--- config.mk ---
export PLATFORM = sky130hd
export DESIGN_NAME = min_priority_queue
export DESIGN_NICKNAME = d
export VERILOG_FILES = /design/src/hw/rtl/mpq_pkg.sv /design/src/hw/rtl/mpq_ram.sv /design/src/hw/rtl/mpq_core.sv /design/src/hw/rtl/min_priority_queue.sv
export SDC_FILE = /design/constraint.sdc
export NUM_CORES = 1
export LEC_CHECK = 0
export BUFFER_PORTS_ARGS = -buffer_cell sky130_fd_sc_hd__clkbuf_2
export CORE_ASPECT_RATIO = 2
export CORE_MARGIN = 4
export CORE_UTILIZATION = 65
export DETAILED_ROUTE_END_ITERATION = 8
export GPL_ROUTABILITY_DRIVEN = 0
export PLACE_DENSITY = 0.84
export SYNTH_ARGS = -nofsm -noshare
export SYNTH_HDL_FRONTEND = slang
export SYNTH_SLANG_ARGS = --single-unit
--- constraint.sdc ---
create_clock -name clk -period 10.1 [get_ports clk]
set_clock_uncertainty 0.05 [all_clocks]
set_input_delay 3.03 -clock clk [delete_from_list [all_inputs] [get_ports clk]]
set_output_delay 3.03 -clock clk [all_outputs]
set_load 0.02 [all_outputs]
--- src/hw/rtl/mpq_pkg.sv ---
`timescale 1ns / 1ps
// Shared constants, types and state codes of the minimum priority queue.
package mpq_pkg;

	localparam int DEPTH = 8;
	localparam int IDX_W = (DEPTH > 1) ? $clog2(DEPTH) : 1;
	localparam int CNT_W = $clog2(DEPTH + 1);
	localparam int DATA_W = 32;
	localparam int PRIO_W = 16;
	localparam int ENTRY_W = DATA_W + PRIO_W;
	localparam int COUNT_OUT_W = 4;

	typedef enum logic {
		OP_INSERT = 1'b0,
		OP_REMOVE = 1'b1
	} op_t;

	typedef enum logic [1:0] {
		STATUS_DONE = 2'd0,
		STATUS_OVERFLOW = 2'd1,
		STATUS_UNDERFLOW = 2'd2
	} status_t;

	typedef enum logic [2:0] {
		ST_IDLE,
		ST_SCAN,
		ST_SH_RD,
		ST_SH_WR,
		ST_FIN
	} state_t;

	typedef struct packed {
		op_t op;
		logic signed [DATA_W-1:0] item_data;
		logic signed [PRIO_W-1:0] item_priority;
	} in_t;

	typedef struct packed {
		status_t status;
		logic signed [DATA_W-1:0] out_data;
		logic signed [PRIO_W-1:0] out_priority;
		logic [COUNT_OUT_W-1:0] entry_count;
	} out_t;

endpackage

--- src/hw/rtl/mpq_ram.sv ---
`timescale 1ns / 1ps
// Generic single-write, single-read RAM with registered read data.
module mpq_ram #(
	parameter int WIDTH = 8,
	parameter int DEPTH = 8
) (
	input  logic                                  clk,
	input  logic                                  we,
	input  logic [((DEPTH > 1) ? $clog2(DEPTH) : 1)-1:0] waddr,
	input  logic [WIDTH-1:0]                      wdata,
	input  logic [((DEPTH > 1) ? $clog2(DEPTH) : 1)-1:0] raddr,
	output logic [WIDTH-1:0]                      rdata
);

	logic [WIDTH-1:0] mem_q [DEPTH];

	always_ff @(posedge clk) begin
		if (we) begin
			mem_q[waddr] <= wdata;
		end
		rdata <= mem_q[raddr];
	end

endmodule

--- src/hw/rtl/mpq_core.sv ---
`timescale 1ns / 1ps
// Sequencer with the shared priority comparator: insert, minimum scan and compaction.
module mpq_core (
	input  logic                            clk,
	input  logic                            arst_n,
	input  logic                            start,
	input  mpq_pkg::in_t                    item,
	output logic                            idle,
	output logic                            res_valid,
	input  logic                            res_ready,
	output mpq_pkg::out_t                   res,
	output logic                            ram_we,
	output logic [mpq_pkg::IDX_W-1:0]       ram_waddr,
	output logic [mpq_pkg::ENTRY_W-1:0]     ram_wdata,
	output logic [mpq_pkg::IDX_W-1:0]       ram_raddr,
	input  logic [mpq_pkg::ENTRY_W-1:0]     ram_rdata
);

	mpq_pkg::state_t state_q, state_d;
	logic [mpq_pkg::CNT_W-1:0] count_q;
	logic [mpq_pkg::CNT_W-1:0] scan_q;
	logic cmp_v_q;
	logic [mpq_pkg::IDX_W-1:0] cmp_idx_q;
	logic [mpq_pkg::IDX_W-1:0] sh_q;
	logic signed [mpq_pkg::PRIO_W-1:0] best_pri_q;
	logic signed [mpq_pkg::DATA_W-1:0] best_data_q;
	mpq_pkg::out_t res_q;

	logic signed [mpq_pkg::PRIO_W-1:0] rd_pri;
	logic signed [mpq_pkg::DATA_W-1:0] rd_data;
	logic issue, take, scan_done, shift_more, full, empty;
	logic [mpq_pkg::CNT_W-1:0] count_dec;

	assign rd_pri = ram_rdata[mpq_pkg::ENTRY_W-1:mpq_pkg::DATA_W];
	assign rd_data = ram_rdata[mpq_pkg::DATA_W-1:0];
	assign full = (count_q >= mpq_pkg::CNT_W'(mpq_pkg::DEPTH));
	assign empty = (count_q == '0);
	assign count_dec = count_q - mpq_pkg::CNT_W'(1);
	assign issue = (state_q == mpq_pkg::ST_SCAN) && (scan_q < count_q);
	assign take = cmp_v_q && ((cmp_idx_q == '0) || (rd_pri < best_pri_q));
	assign scan_done = (state_q == mpq_pkg::ST_SCAN) && (scan_q == count_q) && !cmp_v_q;
	// The count drops when the scan ends, so one compare serves both the first
	// and every later shift decision.
	assign shift_more = (mpq_pkg::CNT_W'(sh_q) + mpq_pkg::CNT_W'(1)) < count_q;

	always_comb begin
		state_d = state_q;
		unique case (state_q)
			mpq_pkg::ST_IDLE: begin
				if (start) begin
					if (item.op == mpq_pkg::OP_REMOVE && !empty) begin
						state_d = mpq_pkg::ST_SCAN;
					end else begin
						state_d = mpq_pkg::ST_FIN;
					end
				end
			end
			mpq_pkg::ST_SCAN: begin
				if (scan_done) begin
					state_d = shift_more ? mpq_pkg::ST_SH_RD : mpq_pkg::ST_FIN;
				end
			end
			mpq_pkg::ST_SH_RD: begin
				state_d = mpq_pkg::ST_SH_WR;
			end
			mpq_pkg::ST_SH_WR: begin
				state_d = shift_more ? mpq_pkg::ST_SH_RD : mpq_pkg::ST_FIN;
			end
			mpq_pkg::ST_FIN: begin
				if (res_ready) begin
					state_d = mpq_pkg::ST_IDLE;
				end
			end
			default: begin
				state_d = mpq_pkg::ST_IDLE;
			end
		endcase
	end

	always_comb begin
		idle = 1'b0;
		res_valid = 1'b0;
		ram_we = 1'b0;
		ram_waddr = count_q[mpq_pkg::IDX_W-1:0];
		ram_wdata = {item.item_priority, item.item_data};
		ram_raddr = scan_q[mpq_pkg::IDX_W-1:0];
		unique case (state_q)
			mpq_pkg::ST_IDLE: begin
				idle = 1'b1;
				ram_we = start && (item.op == mpq_pkg::OP_INSERT) && !full;
			end
			mpq_pkg::ST_SCAN: begin
			end
			mpq_pkg::ST_SH_RD: begin
				ram_raddr = sh_q + mpq_pkg::IDX_W'(1);
			end
			mpq_pkg::ST_SH_WR: begin
				ram_we = 1'b1;
				ram_waddr = sh_q;
				ram_wdata = ram_rdata;
			end
			mpq_pkg::ST_FIN: begin
				res_valid = 1'b1;
			end
			default: begin
			end
		endcase
	end

	assign res = res_q;

	always_ff @(posedge clk or negedge arst_n) begin
		if (!arst_n) begin
			state_q <= mpq_pkg::ST_IDLE;
			count_q <= '0;
			scan_q <= '0;
			cmp_v_q <= 1'b0;
		end else begin
			state_q <= state_d;
			if (state_q == mpq_pkg::ST_IDLE && start) begin
				scan_q <= '0;
				cmp_v_q <= 1'b0;
				if (item.op == mpq_pkg::OP_INSERT && !full) begin
					count_q <= count_q + mpq_pkg::CNT_W'(1);
				end
			end
			if (state_q == mpq_pkg::ST_SCAN) begin
				if (issue) begin
					scan_q <= scan_q + mpq_pkg::CNT_W'(1);
				end
				cmp_v_q <= issue;
			end
			if (scan_done) begin
				count_q <= count_dec;
			end
		end
	end

	always_ff @(posedge clk) begin
		if (state_q == mpq_pkg::ST_IDLE && start) begin
			res_q.out_data <= '0;
			res_q.out_priority <= '0;
			if (item.op == mpq_pkg::OP_INSERT) begin
				if (full) begin
					res_q.status <= mpq_pkg::STATUS_OVERFLOW;
					res_q.entry_count <= mpq_pkg::COUNT_OUT_W'(count_q);
				end else begin
					res_q.status <= mpq_pkg::STATUS_DONE;
					res_q.entry_count <= mpq_pkg::COUNT_OUT_W'(count_q + mpq_pkg::CNT_W'(1));
				end
			end else begin
				res_q.status <= mpq_pkg::STATUS_UNDERFLOW;
				res_q.entry_count <= mpq_pkg::COUNT_OUT_W'(count_q);
			end
		end
		cmp_idx_q <= scan_q[mpq_pkg::IDX_W-1:0];
		if (take) begin
			sh_q <= cmp_idx_q;
			best_pri_q <= rd_pri;
			best_data_q <= rd_data;
		end
		if (scan_done) begin
			res_q.status <= mpq_pkg::STATUS_DONE;
			res_q.out_data <= best_data_q;
			res_q.out_priority <= best_pri_q;
			res_q.entry_count <= mpq_pkg::COUNT_OUT_W'(count_dec);
		end
		if (state_q == mpq_pkg::ST_SH_WR) begin
			sh_q <= sh_q + mpq_pkg::IDX_W'(1);
		end
	end

endmodule

--- src/hw/rtl/min_priority_queue.sv ---
`timescale 1ns / 1ps
// Top level of the minimum priority queue: entry store, sequencer and output register.
//
// Words enter on in_valid/in_ready with an in_item carrying op, item_data and
// item_priority. Each word yields exactly one result word on out_valid/out_ready.
// An insert appends the entry behind those already stored, or reports overflow
// when all DEPTH slots are full. A remove returns the entry with the smallest
// signed priority, the earliest one on a tie, and moves later entries up one
// slot; on an empty queue it reports underflow.
// One word is in work at a time and in_ready is low until it is finished.
// A remove scans all n stored entries and then moves the n - 1 - k entries behind
// the chosen slot k up one place: the single comparator reads one slot per cycle
// through the one read port of the entry RAM, and each compaction move is a read
// followed by a write. The result sits in an output register, so the next word is
// accepted while a result still waits; a stalled receiver holds the sequencer only
// once a second result is ready. Reset empties the queue; no clearing pass is needed.
module min_priority_queue (
	input  logic          clk,
	input  logic          arst_n,
	input  logic          in_valid,
	output logic          in_ready,
	input  mpq_pkg::in_t  in_item,
	output logic          out_valid,
	input  logic          out_ready,
	output mpq_pkg::out_t out_item
);

	logic core_idle;
	logic res_valid, res_ready;
	mpq_pkg::out_t res;
	logic ram_we;
	logic [mpq_pkg::IDX_W-1:0] ram_waddr, ram_raddr;
	logic [mpq_pkg::ENTRY_W-1:0] ram_wdata, ram_rdata;
	logic out_valid_q;
	mpq_pkg::out_t out_q;

	assign in_ready = core_idle;
	assign res_ready = !out_valid_q || out_ready;
	assign out_valid = out_valid_q;
	assign out_item = out_q;

	mpq_core u_core (
		.clk       (clk),
		.arst_n    (arst_n),
		.start     (in_valid && in_ready),
		.item      (in_item),
		.idle      (core_idle),
		.res_valid (res_valid),
		.res_ready (res_ready),
		.res       (res),
		.ram_we    (ram_we),
		.ram_waddr (ram_waddr),
		.ram_wdata (ram_wdata),
		.ram_raddr (ram_raddr),
		.ram_rdata (ram_rdata)
	);

	mpq_ram #(
		.WIDTH (mpq_pkg::ENTRY_W),
		.DEPTH (mpq_pkg::DEPTH)
	) u_entry_ram (
		.clk   (clk),
		.we    (ram_we),
		.waddr (ram_waddr),
		.wdata (ram_wdata),
		.raddr (ram_raddr),
		.rdata (ram_rdata)
	);

	always_ff @(posedge clk or negedge arst_n) begin
		if (!arst_n) begin
			out_valid_q <= 1'b0;
		end else if (res_valid && res_ready) begin
			out_valid_q <= 1'b1;
		end else if (out_ready) begin
			out_valid_q <= 1'b0;
		end
	end

	always_ff @(posedge clk) begin
		if (res_valid && res_ready) begin
			out_q <= res;
		end
	end

endmodule
# Word-level counts from Yosys, hierarchy flattened
# Memory sizes are Yosys's and may differ from the RTL's. A register that Yosys moved wholly into a read port is not among the register bits.
# Index checks and enable logic that the tools add are counted.
# classes
n_bitwise	1
magnitude_cmp	4
muxes	32
n_addsub	5
n_reduce_logical	27
n_eq_ne	8
# op_table
cell	n
2-to-1 mux 52 bit	2
2-to-1 mux 48 bit	1
2-to-1 mux 4 bit	8
2-to-1 mux 3 bit	9
less-than comparator 16 bit	1
one-hot mux 3 bit (5 select lines)	1
logical AND 1 bit	11
nonzero test 2 bit	5
2-to-1 mux 1 bit	9
adder 4 x 1 -> 4 bit (second input constant)	2
less-than comparator 4 bit	2
equality test 3 x 2 -> 1 bit (second input constant)	2
zero test 3 bit	2
adder 3 x 1 -> 4 bit (second input constant)	1
equality test 4 bit	1
>= comparator 4 bit (second input constant)	1
zero test 1 bit	4
zero test 4 bit	1
inequality test 2 x 1 -> 1 bit (second input constant)	2
subtractor 4 x 1 -> 4 bit (second input constant)	1
adder 3 x 1 -> 3 bit (second input constant)	1
equality test 3 x 1 -> 1 bit (second input constant)	1
equality test 3 bit (second input constant)	1
AND reduction 3 bit	1
other kinds (6)	7
# word_totals
mem_count	1
in_bits	53
ram_bits	384
out_inout_bits	56
regBits	175
# mem_list
name	depth	word_bits	read_ports	rd_clocked_by_memory_dff	write_ports	line_no	rtl
u_entry_ram.mem_q	8	48	1	1	1	mpq_ram.sv:15	logic [WIDTH-1:0] mem_q [DEPTH];

# Logic depth before layout (Yosys ltp)
# Gate-level depths: netlist of the first run.
# depth
depth_word	8
depth_mapped	8
depth_no_buf	8

# Hierarchy
# From an unflattened synthesis of the first run, not the netlist that was laid out.
# unflattened
cells_unflattened	1084
area_unflattened_um2	22860.7
# by_module_without_submodules
mod	cells_per_inst	instances	area_per_inst_um2
mpq_ram	616	1	15620.0
mpq_core	409	1	5559.1
min_priority_queue	59	1	1681.6

# Worst setup path before layout of the first run
# No wires, ideal clock.
# synth_timing
path_type	input -> register
startpoint	in in_valid
endpoint	mem u_entry_ram.mem_q[6][0] (netlist bit), enable pin
required_ns	9.596
arrival_time_ns	5.743
path_slack_ns	3.853
setup_ns	0.454
cell_stages	4
cell_sequence	nand2_1 -> nor3_1 -> a31oi_1 -> nor2_1
# synth_via
elab_chain_cells	6
# synth_lines
item	line_no	rtl
start: declaration	min_priority_queue.sv:20	input logic in_valid,
logical AND 1 bit	min_priority_queue.sv:45	.start (in_valid && in_ready),
logical AND 1 bit (2 in series)	mpq_core.sv:90	ram_we = start && (item.op == mpq_pkg::OP_INSERT) && !full;
one-hot mux 1 bit (2 select lines)	mpq_core.sv:87	unique case (state_q)
2-to-1 mux 1 bit	mpq_ram.sv:18	if (we) begin
2-to-1 mux 1 bit (not written as such)	mpq_ram.sv:19	mem_q[waddr] <= wdata;
end: declaration	mpq_ram.sv:15	
# No other way between the ends.

# Worst setup path in the final report of the first run
# layout_timing
startpoint	in in_valid
endpoint	mem u_entry_ram.mem_q[4][32] (netlist bit), enable pin
# Same word-level chain as after synthesis.

==> results of run 1 <==
## per-stage QoR
stage                     setup WS, ps  instance area [um^2]  power [mW]  hold slack [ps]  utilization [%]
after global placement            4614                 24410       6.563            350.2            68.41
after floorplan                   3853                 23450       5.973            350.3                -
after global routing              4951                 26020       9.013            370.6            72.91
after CTS                         5133                 26020       8.661            370.7            72.91
final                             5079                 26020       8.633            369.3            72.91
after detailed placement          4561                 24410       6.726            354.5            68.41
## metal layers
| layer | share of wire (%) | global-route usage, % |
|---|---|---|
| met1 | 36 | 28.25 |
| met2 | 54 | 42.57 |
| met3 | 5.2 | 2.523 |
| met4 | 4.2 | 10.59 |
| met5 | 0 | 0 |
## how the worst min path moves through the flow
stage          depth (start not counted)            to  slack (ps)           start
3_5_place_dp                           0  out_item[18]         350  u_core.res[18]
3_3_place_gp                           0   out_item[3]         350   u_core.res[3]
4_1_cts                                0  out_item[22]         370  u_core.res[22]
5_1_grt                                0  out_item[22]         370  u_core.res[22]
2_1_floorplan                          0   out_item[0]         350   u_core.res[0]
6_report                               0  out_item[15]         370  u_core.res[15]
## area by class of cell
cell class,count,area (um^2)
multi-input cells,707,5446
repair buffers,125,680.7
well taps,450,563.0
inverters,23,86.33
clock inverters,28,329.1
clock buffers,58,1279
flip-flops and latches,607,17630
fillers,2059,9666
## power by group
| group | switching, mW | leakage (nW) | internal [mW] | total (mW) |
|---|---|---|---|---|
| Combinational | 1.89 | 3.06 | 1.01 | 2.91 |
| Sequential | 0.218 | 5.54 | 3.60 | 3.82 |
| Clock | 0.849 | 0.775 | 1.06 | 1.91 |
| Total | 2.96 | 9.37 | 5.67 | 8.63 |
## cells in the mapped netlist, types with 10 or more instances
cell	n
sky130_fd_sc_hd__edfxtp_1	541
sky130_fd_sc_hd__nand2_1	169
sky130_fd_sc_hd__a211oi_1	99
sky130_fd_sc_hd__dfxtp_1	53
sky130_fd_sc_hd__mux2i_1	52
sky130_fd_sc_hd__mux2_2	51
sky130_fd_sc_hd__nor2b_1	51
sky130_fd_sc_hd__mux2_4	47
sky130_fd_sc_hd__nor2_1	42
sky130_fd_sc_hd__o22ai_2	40
sky130_fd_sc_hd__and2_1	34
sky130_fd_sc_hd__ha_1	26
sky130_fd_sc_hd__clkbuf_1	24
sky130_fd_sc_hd__inv_1	23
sky130_fd_sc_hd__buf_2	21
sky130_fd_sc_hd__a21oi_1	15
sky130_fd_sc_hd__dfrtp_1	13
sky130_fd_sc_hd__buf_6	11
sky130_fd_sc_hd__o21ai_0	11
sky130_fd_sc_hd__buf_4	10
## state kept, by name (all words and copies together) (netlist names)
register	cells
u_entry_ram.mem_q	384
out_item	54
u_core.res	54
u_entry_ram.rdata	48
u_core.best_data_q	32
u_core.best_pri_q	16
u_core.count_q	4
u_core.scan_q	4
u_core.cmp_idx_q	3
u_core.sh_q	3
u_core.state_q	3
out_valid	1
u_core.cmp_v_q	1
## logic make-up (layout without fill, tap and decap cells)
logic type | after synthesis | in the layout | share of synthesized area (%)
DFF | 607 | 607 | 75.19
and+or+nand+nor | 328 | 328 | 6.552
AOI/OAI and AO/OA | 196 | 196 | 6.808
muxes | 151 | 151 | 7.774
buffers and inverters | 90 | 234 | 2.065
adders and majority gates | 26 | 26 | 1.387
xor gates and xnor gates | 6 | 6 | 0.2241
==> reports/results.txt, run 1 <==
After synthesis, the cell types taking the most area are sky130_fd_sc_hd__edfxtp_1, sky130_fd_sc_hd__dfxtp_1, sky130_fd_sc_hd__a211oi_1, sky130_fd_sc_hd__mux2_4, sky130_fd_sc_hd__nand2_1. The core region is 0.03568 mm^2. A synthesized cell averages 16.70 um^2. In this run the tightest slew margin relative to its limit is 32.78%.

Relative to the synthesized area, the layout overhead comes to 10.94%. Critical path data required time: 10230 ps. The critical path goes through clkbuf_2 > nand2_1 > nor3_1 > a31oi_1 > nor2_4 > buf_4.

Once layout is complete, the cells apart from fillers number 1998. The worst-case IR drop observed on VDD is 0.4360 mV. Once placement completed, the tool counted placed cells totaling 1912.

In this design, the stage delay of the slowest critical-path cell is 680 ps. For this block, the initial DRC count from the detailed router was 953. The library cells used most frequently in the layout, excluding fill and tap cells, are sky130_fd_sc_hd__edfxtp_1, sky130_fd_sc_hd__nand2_1, sky130_fd_sc_hd__clkbuf_2. Summed over all layers, the global routing overflow is 0. The startpoint of the worst-slack reg-to-reg timing path is u_core.state_q[1].

Summed over all nets, the half-perimeter wirelength after detailed placement is 25420 um. The die extent in y works out to 276.6 um. The tightest min-delay check is of the flop to flop type.

Among all flip-flop cells after synthesis, the most frequent one is sky130_fd_sc_hd__edfxtp_1. The slowest cell on the critical path was sky130_fd_sc_hd__buf_4. The logs give 0 for the count of instances resized after the clock tree is built and 3 for the maximum clock path buffer count.

The count of pins over their slew limit was 0; the number of gates on the worst path with buffers counted was 6. The cell family contributing the most delay on the critical path is simple AND/OR/NAND/NOR gates. Setup repair after global routing left no endpoint under its margin.

The count of hold-fix buffers inserted at cts is 0, and the total routing usage reported by global routing is 23.61%. The mapped netlist covers 0.02345 mm^2. The flop-to-flop setup slack is 6170 ps, and the setup TNS is 0 ps.

Summed over all instances, the cell type with the most area after synthesis is sky130_fd_sc_hd__edfxtp_1. The floorplan die width is 142.3 um, and the share of flip-flops with an asynchronous set or reset after synthesis is 2.142%. In this run the static leakage power is 9.370 nW.

Of the cells placed in the final design, the portion with a size suffix greater than 1 is 23.51%. The number of rows in the core area is 98. The maximum fanout along the worst path was 48.

The power density over cell area came out at 331.8 mW/mm^2. The average detailed-routed wire length per instance was 23.23 um; the clock buffer count from CTS was 47. In this run the critical register-to-register path is captured at u_entry_ram.rdata[40]. The die covers 0.03936 mm^2. Across all layers, the routed design uses 12220 vias. For the number of detailed-route iterations in the first pass, the log shows 6. In the routed design, unresolved DRC markers number 0.

The number of warnings printed during yosys synthesis is 0, and the number of vias per cell is 6.114. The run gives 13090 as the via count of the first global-routing pass. The nature of the critical path endpoint was a flop.

The count of nets left with antenna violations once routing finished came out at 0. The number of hold violations in the final report came out at 0. TritonCTS built the clock tree. For the number of diodes added for antenna fixing, the log shows 0. At the end of the flow, the number of nets in the layout was 1590. Clock-pin slew on the worst setup and hold paths: 70 ps. Across the run, the number of max-cap violations was 0.

Clock latency on the worst-skew pair: 570 ps. The tools report the final wirelength as 46410 um. The clock drives 607 sinks. Counting I/O delays and the setup requirement, the final critical path takes 5021 ps. The sequential cell area fraction in the yosys report came out at 75.19%. The share of the clock period used by the worst path was 49.71%.

The initial utilization of the core area, before any placement, comes to 65.72%. After synthesis the netlist holds a flip-flop and latch count of 607. The count of input and output buffers is 108, and the total of endpoints with negative setup slack in the final report is 0. The run gives 2 as the deepest level of the CTS H-tree.

Synthesis produced a netlist whose cell count is 1404. Measured in cells, the most critical reg-to-reg path has a length of 7. The number of buffers added for setup after CTS came out at 0. The count of flip-flops with a built-in enable after synthesis works out to 541. The run finished with clean final reports. The buffer cell driving the clock tree root was sky130_fd_sc_hd__clkbuf_16.

The category of the most critical setup path was primary input to flop. Most common cell after layout, fill and taps aside: sky130_fd_sc_hd__edfxtp_1. The critical path starts at in_valid. In this run, distinct cell masters in the synthesized netlist total 50. The first global-routing pass estimated 71570 um of wire.

The synthesized design devotes to its leading area cell type 69.28% of total area. Entering global routing, the biggest net connects 171 pins. The initial antenna violation count is 0. The transition time of the tightest slew-check pin came out at 1008 ps. The kind of start point of the critical path was a primary input. 109 I/O pins were placed.

The critical path capture point was u_entry_ram.mem_q[4][32]. The number of buffers and inverters on the critical path works out to 2. Data arrives at the worst endpoint at 5150 ps. The highest clock rate is 0.1992 GHz, and the synthesized netlist net count is 1483.
Note: power is estimated with default switching activity, not from simulation.
==> run 2: changes to the inputs <==
- ABC_AREA: unset -> 1
- CORE_UTILIZATION: 65 -> 55
- PLACE_DENSITY: 0.84 -> 0.75
- clock period: 10.1 -> 4.6 ns (I/O delays scaled with it)
==> reports/results.txt, run 2 <==
The flow ran to the end, and the final reports show no timing, DRC or antenna violations. The area used by sequential logic in the layout was 0.01763 mm^2 (unchanged). The kind of start point of the critical path is a flop (was a primary input). The post-placement setup slack was 887.4 ps (was 4561 ps); the power density over cell area was 387.5 mW/mm^2 (was 331.8 mW/mm^2). Count of instances resized after the clock tree is built: 0 (unchanged). Pin count of the biggest net entering global routing: 193 (was 171).

The tools report the clock sink count as 607 (unchanged). Top post-synthesis cells by count: sky130_fd_sc_hd__edfxtp_1, sky130_fd_sc_hd__nand2_1, sky130_fd_sc_hd__nor2_1 (was sky130_fd_sc_hd__edfxtp_1, sky130_fd_sc_hd__nand2_1, sky130_fd_sc_hd__a211oi_1). For the worst-case hold slack, the log shows 365.5 ps (was 369.3 ps). The initial standard-cell utilization of the core is 55.67% (was 65.72%), and the via count of the first global-routing pass is 14350 (was 13090). The count of state elements after synthesis works out to 607 (unchanged).

Setup TNS: 0 ps (unchanged). The tools report the final wirelength as 48950 um (was 46410 um). The largest register by flop count is u_entry_ram.mem_q (unchanged).

The logs give 3 (unchanged) for the maximum clock path buffer count and 0 (unchanged) for the total of endpoints with negative setup slack in the final report. The run gives 75.58% (was 75.19%) as the sequential cell area fraction in the yosys report. The share of Yosys cell area claimed by the top area cell type was 69.63% (was 69.28%). The critical path data required time came out at 5000 ps (was 10230 ps). In the finished design, the share of the clock period the worst path needs comes to 69.88%.

The top-level I/O count was 109 (unchanged). Most used flip-flop cell after synthesis: sky130_fd_sc_hd__edfxtp_1 (unchanged). The buffer cell driving the clock tree root was sky130_fd_sc_hd__clkbuf_16 (unchanged). The mean area per synthesized cell works out to 12.73 um^2 (was 16.70 um^2). The most common cell after layout, fill and taps aside was sky130_fd_sc_hd__edfxtp_1 (unchanged). The tools report the final net count as 2005 (was 1590). The share of final-layout standard cells stronger than drive strength 1 came out at 11.80% (was 23.51%). The static leakage is 9.914 nW (was 9.370 nW). The summed instance area of the synthesized netlist came out at 0.02333 mm^2 (was 0.02345 mm^2). Clock latency on the worst-skew pair: 570 ps (about the same).

The initial antenna violation count came out at 0 (unchanged). Most frequent cell after synthesis: sky130_fd_sc_hd__edfxtp_1 (unchanged). The number of hold violations in the final report was 0 (unchanged). The run gives 0.004873 mm^2 (was 0.005446 mm^2) as the area taken by multi-input logic gates.

The count of pins over their slew limit was 0 (unchanged). Leading post-synthesis cells by cell area: sky130_fd_sc_hd__edfxtp_1, sky130_fd_sc_hd__nand2_1, sky130_fd_sc_hd__dfxtp_1, sky130_fd_sc_hd__nor2_1, sky130_fd_sc_hd__o21ai_0 (was sky130_fd_sc_hd__edfxtp_1, sky130_fd_sc_hd__dfxtp_1, sky130_fd_sc_hd__a211oi_1, sky130_fd_sc_hd__mux2_4, sky130_fd_sc_hd__nand2_1). The total routing usage reported by global routing is 20.98% (was 23.61%). The simple-gate area share of the yosys netlist is 10.39% (was 6.552%), and the final-layout fill cell count is 3123 (was 2059).

The category of the most critical setup path was flop to flop (was primary input to flop). The number of warnings printed during yosys synthesis is 0 (unchanged), and the count of hold-fix buffers inserted at cts is 0 (unchanged). Share of flip-flops with an asynchronous set or reset after synthesis: 2.142% (unchanged). The compound-gate portion of the synthesized area was 8.329% (was 6.808%); the count of flip-flops with a built-in enable after synthesis was 541 (unchanged).

For the highest clock rate, the log shows 0.3111 GHz. For the area of the die, the log shows 0.04598 mm^2 (was 0.03936 mm^2). Transition time of the tightest slew-check pin: 1181 ps (was 1008 ps).

The slack of the critical path was 1385 ps (was 5079 ps); the number of vias per cell was 5.584 (was 6.114). The post-synthesis share of cell area spent on full adders, half adders and majority gates was 1.394% (was 1.387%). The largest family of logic cells by synthesized area was simple AND/OR/NAND/NOR gates (was multiplexers). The logs give 1832 (was 1404) for the number of instances in the synthesized netlist and 0 (unchanged) for the total congestion overflow.

The logs give 0.02614 mm^2 (was 0.02602 mm^2) for the final standard cell area without fillers and 5 (was 6) for the number of detailed-route iterations in the first pass. Most frequent cells in the layout: sky130_fd_sc_hd__edfxtp_1, sky130_fd_sc_hd__nand2_1, sky130_fd_sc_hd__nor2_1 (was sky130_fd_sc_hd__edfxtp_1, sky130_fd_sc_hd__nand2_1, sky130_fd_sc_hd__clkbuf_2). The XOR/XNOR share of the synthesized area works out to 0.3379% (was 0.2241%). Max-capacitance violation count: 0 (unchanged).

The wire length of the first global-routing pass is 76260 um (was 71570 um). The share of synthesized area spent on multiplexers came out at 0% (was 7.774%). The logs give 1166 (was 953) for the violation count after the first detailed-routing iteration and 2 (unchanged) for the deepest level of the CTS H-tree. The clock-pin slew on the worst setup and hold paths was 70 ps (about the same). The area after detailed placement came out at 0.02452 mm^2 (was 0.02441 mm^2). The worst vdd rail ir drop is 0.2636 mV (was 0.4360 mV), and the number of routed nets with antenna violations is 0 (unchanged). Path type of the worst min-delay path: flop to flop (unchanged). The shortest clock period the worst path allows after layout was 3215 ps. The relative slew slack was 21.28% (was 32.78%); the arrival time at the worst endpoint was 3620 ps (was 5150 ps).

The nature of the critical path endpoint is a flop (unchanged). The synthesized netlist net count was 1911 (was 1483). The number of buffers added for setup after CTS was 0 (unchanged); the number of flip-flops in the largest register was 384 (unchanged). The clock buffer count from CTS is 48 (was 47), and the post-detailed-route DRC marker count is 0 (unchanged). The maximum fanout along the worst path came out at 75 (was 48). The run gives 106 (was 98) as the number of rows in the core area.

Count of vias placed by the detailed router: 13990 (was 12220). The most area-hungry cell type in the Yosys netlist was sky130_fd_sc_hd__edfxtp_1 (unchanged). The average detailed-routed wire length per instance came out at 19.53 um (was 23.23 um). List of cells traversed by the critical path: ha_1 > inv_1 > o21ai_4 > clkinv_2 > buf_4 > o21ai_0 > o22ai_1 > nand2_1 > o21ai_1 (was clkbuf_2 > nand2_1 > nor3_1 > a31oi_1 > nor2_4 > buf_4). The floorplan die width was 153.6 um (was 142.3 um); the die extent in y was 299.3 um (was 276.6 um). The core footprint was 0.04191 mm^2 (was 0.03568 mm^2).

TritonCTS built the clock tree. The placed wire-length estimate came out at 29160 um (was 25420 um). The run gives 34 (was 50) as the post-synthesis cell type count.

Setup repair after global routing left no endpoint under its margin. The count of input and output buffers came out at 108 (unchanged). The number of diodes added for antenna fixing was 0 (unchanged).

The slowest cell on the critical path was sky130_fd_sc_hd__clkinv_2 (was sky130_fd_sc_hd__buf_4). The peak per-stage delay on the critical path works out to 890 ps (was 680 ps). The layout-stage area growth over the synthesis result came out at 12.03% (was 10.94%).
-- run 2: cell count changes in the layout (fill, tap and decap cells not counted), moves of 52 or more --
cell / previous run / this run
sky130_fd_sc_hd__o21ai_1: 0 / 58
sky130_fd_sc_hd__inv_1: 23 / 131
sky130_fd_sc_hd__nand2_1: 166 / 390
sky130_fd_sc_hd__mux2i_1: 52 / 0
sky130_fd_sc_hd__nor2_1: 33 / 207
sky130_fd_sc_hd__a211oi_1: 99 / 1
sky130_fd_sc_hd__o21ai_0: 11 / 157
-- run 2: kinds of logic after synthesis --
family                     Yosys count
AOI/OAI and AO/OA                  334
adders and majority gates           26
DFF                                607
buffers and inverters              224
xor gates and xnor gates             9
and+or+nand+nor                    632
-- run 2: layout make-up --
cell class | instances | area share [%]
Sequential cell | 607 | 67.46
Multi-Input combinational cell | 1001 | 18.65
Clock buffer | 63 | 5.165
Timing Repair Buffer | 132 | 3.140
Tap cell | 540 | 2.585
Inverter | 136 | 1.967
Clock inverter | 27 | 1.039
-- run 2: power by group --
group                 switching [mW]  internal (mW)  total, mW  leakage (nW)
logic                         0.0116         0.0156     0.0272          3.50
registers      0.0000000000000000172           5.91       5.91          5.64
clock network                   1.88           2.32       4.19         0.772
-- run 2: routing by layer --
metal | GRT usage (%) | vias to the layer above | wire length (um) | share of wire (%)
met3 | 2.369 | 129 | 2449 | 5.0
met5 | 0 | - | 0 | 0
li1 | - | 6560 | - | -
met2 | 38.30 | 510 | 26320 | 54
met4 | 9.240 | 0 | 1952 | 4.0
met1 | 24.87 | 6795 | 18230 | 37
-- run 2: stage by stage --
stage,instances,utilization (%),power (mW)
floorplan,1832,-,6.029
global placement,2416,58.50,6.057
CTS,2506,62.37,10.19
finish,2506,62.37,10.13
detailed placement,2416,58.50,6.056
global route,2506,62.37,10.40
-- run 2: final timing paths --
| path | to | cells past startpoint | slack [ps] | startpoint |
|---|---|---|---|---|
| max | u_entry_ram.rdata[32] | 9 | 1390 | u_core.sh_q[0] |
| min | out_item[44] | 0 | 370 | u_core.res[44] |
| max reg2reg | u_entry_ram.rdata[32] | 9 | 1390 | u_core.sh_q[0] |
| min reg2reg | out_item[44] | 0 | 370 | u_core.res[44] |
| max in group asynchronous | u_core.scan_q[0] | 1 | 3600 | arst_n |
| min in group asynchronous | u_core.count_q[2] | 1 | 650 | arst_n |
-- run 2: critical path: cells and delay by family, from the launching register on --
family          cells  cell delay, ps
fa+ha+maj           1             380
buf+inv             3            1560
flops               1             490
simple gates        1             110
compound gates      4             440
==> run 3: changes to the inputs <==
- CORE_UTILIZATION: 55 -> 61
- PLACE_DENSITY: 0.75 -> 0.79
- clock period: 4.6 -> 3.34 ns (I/O delays scaled with it)
==> reports/results.txt, run 3 (same netlist as run 2, synthesis figures left out) <==
Layout-stage area growth over the synthesis result: 11.65% (was 12.03%). The area used by sequential logic in the layout is 0.01763 mm^2 (unchanged). For the maximum clock path buffer count, the log shows 3 (unchanged). The transition time of the tightest slew-check pin was 736.0 ps (was 1181 ps); the clock-pin slew on the worst setup and hold paths was 70 ps (about the same). The kind of start point of the critical path was a flop (unchanged). For the total congestion overflow, the log shows 0 (unchanged). Setup repair after global routing left no endpoint under its margin. The logs give 2 (unchanged) for the deepest level of the CTS H-tree and 570 ps (about the same) for the clock latency on the worst-skew pair. The critical path's top delay family was flip-flops (was buffers and inverters). The violation count after the first detailed-routing iteration came out at 1218 (was 1166).

The slowest cell on the critical path was sky130_fd_sc_hd__dfrtp_1 (was sky130_fd_sc_hd__clkinv_2). Peak per-stage delay on the critical path: 410 ps (was 890 ps). For the number of rows in the core area, the log shows 101 (was 106). Share of final-layout standard cells stronger than drive strength 1: 11.55% (was 11.80%).

The logs give 283.1 ps (was 365.5 ps) for the worst-case hold slack and 0 (unchanged) for the max-capacitance violation count. For the area of the die, the log shows 0.04163 mm^2 (was 0.04598 mm^2). The most common cell after layout, fill and taps aside is sky130_fd_sc_hd__edfxtp_1 (unchanged).

Based on the critical path, the design can be clocked at up to 0.3664 GHz. The tools report the setup TNS as 0 ps (unchanged). The worst path uses 81.70% of the clock period.

For the relative slew slack, the log shows 50.93% (was 21.28%). Category of the most critical setup path: flop to primary output (was flop to flop). The logs give 48490 um (was 48950 um) for the final wirelength and 0 (unchanged) for the count of instances resized after the clock tree is built. The static leakage was 9.916 nW (was 9.914 nW). The buffer cell driving the clock tree root was sky130_fd_sc_hd__clkbuf_16 (unchanged). The count of vias placed by the detailed router was 14100 (was 13990); the number of buffers added for setup after CTS was 0 (unchanged). The clock sink count came out at 607 (unchanged). The path type of the worst min-delay path is primary input to async pin (was flop to flop). The total of endpoints with negative setup slack in the final report was 0 (unchanged).

The run gives 117 (was 193) as the pin count of the biggest net entering global routing. The critical path data required time was 2290 ps (was 5000 ps). The clock buffer count from CTS is 47 (was 48).

The tools report the post-detailed-route DRC marker count as 0 (unchanged). Most frequent cells in the layout: sky130_fd_sc_hd__edfxtp_1, sky130_fd_sc_hd__nand2_1, sky130_fd_sc_hd__nor2_1 (unchanged). The worst vdd rail ir drop came out at 0.3911 mV (was 0.2636 mV). The average detailed-routed wire length per instance was 19.90 um (was 19.53 um); the number of flip-flops in the largest register was 384 (unchanged). The area taken by multi-input logic gates is 0.004868 mm^2 (was 0.004873 mm^2), and the power density over cell area is 518.1 mW/mm^2 (was 387.5 mW/mm^2). The number of buffers and inverters on the critical path is 2 (was 3), and the core footprint is 0.03791 mm^2 (was 0.04191 mm^2). The clock period could shrink to 2729 ps.

Largest register by flop count: u_entry_ram.mem_q (unchanged). The number of hold violations in the final report was 0 (unchanged); the number of detailed-route iterations in the first pass was 5 (unchanged). The run finished with clean final reports.

The wire length of the first global-routing pass was 76040 um (was 76260 um). The total power of the final layout is 13.50 mW (was 10.13 mW), and the number of routed nets with antenna violations is 0 (unchanged). The number of vias per cell is 5.785 (was 5.584). Count of input and output buffers: 108 (unchanged).

Nature of the critical path endpoint: a primary output (was a flop). The final-layout fill cell count was 2557 (was 3123). The initial standard-cell utilization of the core was 61.54% (was 55.67%). The total routing usage reported by global routing is 23.16% (was 20.98%), and the top-level I/O count is 109 (unchanged).

Count of hold-fix buffers inserted at cts: 0 (unchanged). Die extent in y: 284.6 um (was 299.3 um). TritonCTS built the clock tree.

The initial antenna violation count is 0 (unchanged). The logs give 28950 um (was 29160 um) for the placed wire-length estimate and 611.1 ps (was 1385 ps) for the slack of the critical path. The final net count was 2015 (was 2005). The post-placement setup slack was 350.9 ps (was 887.4 ps). The run gives 0 (unchanged) as the count of pins over their slew limit. The arrival time at the worst endpoint is 1680 ps (was 3620 ps). The floorplan die width works out to 146.3 um (was 153.6 um).

List of cells traversed by the critical path: nor2_2 > inv_1 > nor2_1 > clkbuf_2 (was ha_1 > inv_1 > o21ai_4 > clkinv_2 > buf_4 > o21ai_0 > o22ai_1 > nand2_1 > o21ai_1). The via count of the first global-routing pass was 14530 (was 14350). The number of diodes added for antenna fixing is 0 (unchanged), and the maximum fanout along the worst path is 4 (was 75).
-- run 3: cell count changes in the layout (fill, tap and decap cells not counted), sizes merged --
cell and delta:
buf +11, clkinvlp -4, clkinv +3, bufinv -2, clkbuf +1, inv -1
-- run 3: cell type report --
| class | instances | area share [%] |
|---|---|---|
| multi-input cells | 1001 | 18.69 |
| flip-flops and latches | 607 | 67.69 |
| clock inverters | 23 | 0.6581 |
| repair buffers | 143 | 3.804 |
| clock buffers | 64 | 4.957 |
| well taps | 463 | 2.224 |
| inverters | 136 | 1.974 |
-- run 3: path summary, 6_finish.rpt --
| check | from | endpoint | slack, ps | cells past startpoint |
|---|---|---|---|---|
| setup / recovery | u_core.state_q[2] | in_ready | 610 | 4 |
| hold / removal | arst_n | u_core.count_q[1] | 280 | 1 |
| setup reg to reg | u_core.state_q[2] | u_entry_ram.mem_q[2][25] | 680 | 10 |
| hold reg to reg | u_entry_ram.rdata[28] | u_core.best_data_q[28] | 370 | 0 |
| max in group asynchronous | arst_n | u_core.scan_q[3] | 2690 | 1 |
| min in group clk | u_entry_ram.rdata[28] | u_core.best_data_q[28] | 370 | 0 |
-- run 3: stage by stage --
stage | utilization (%) | cell area [um^2] | cells
final | 68.71 | 26050 | 2437
after global routing | 68.71 | 26050 | 2437
after CTS | 68.71 | 26050 | 2437
after detailed placement | 64.85 | 24580 | 2350
after global placement | 64.85 | 24580 | 2350
after floorplan | - | 23330 | 1832
-- run 3: power breakdown --
| part | switching (mW) | internal (mW) |
|---|---|---|
| combinational | 0.0152 | 0.0214 |
| sequential | 0.0000000000000000252 | 8.14 |
| clock | 2.45 | 2.87 |
-- run 3: layer usage --
metal  GRT usage [%]  share of wire, %  vias to the layer above
met5               0                 0                        -
met4           10.17               3.7                        0
met3           2.839               5.6                      127
met2           42.39                53                      535
met1           27.26                37                     6859
li1                -                 -                     6577
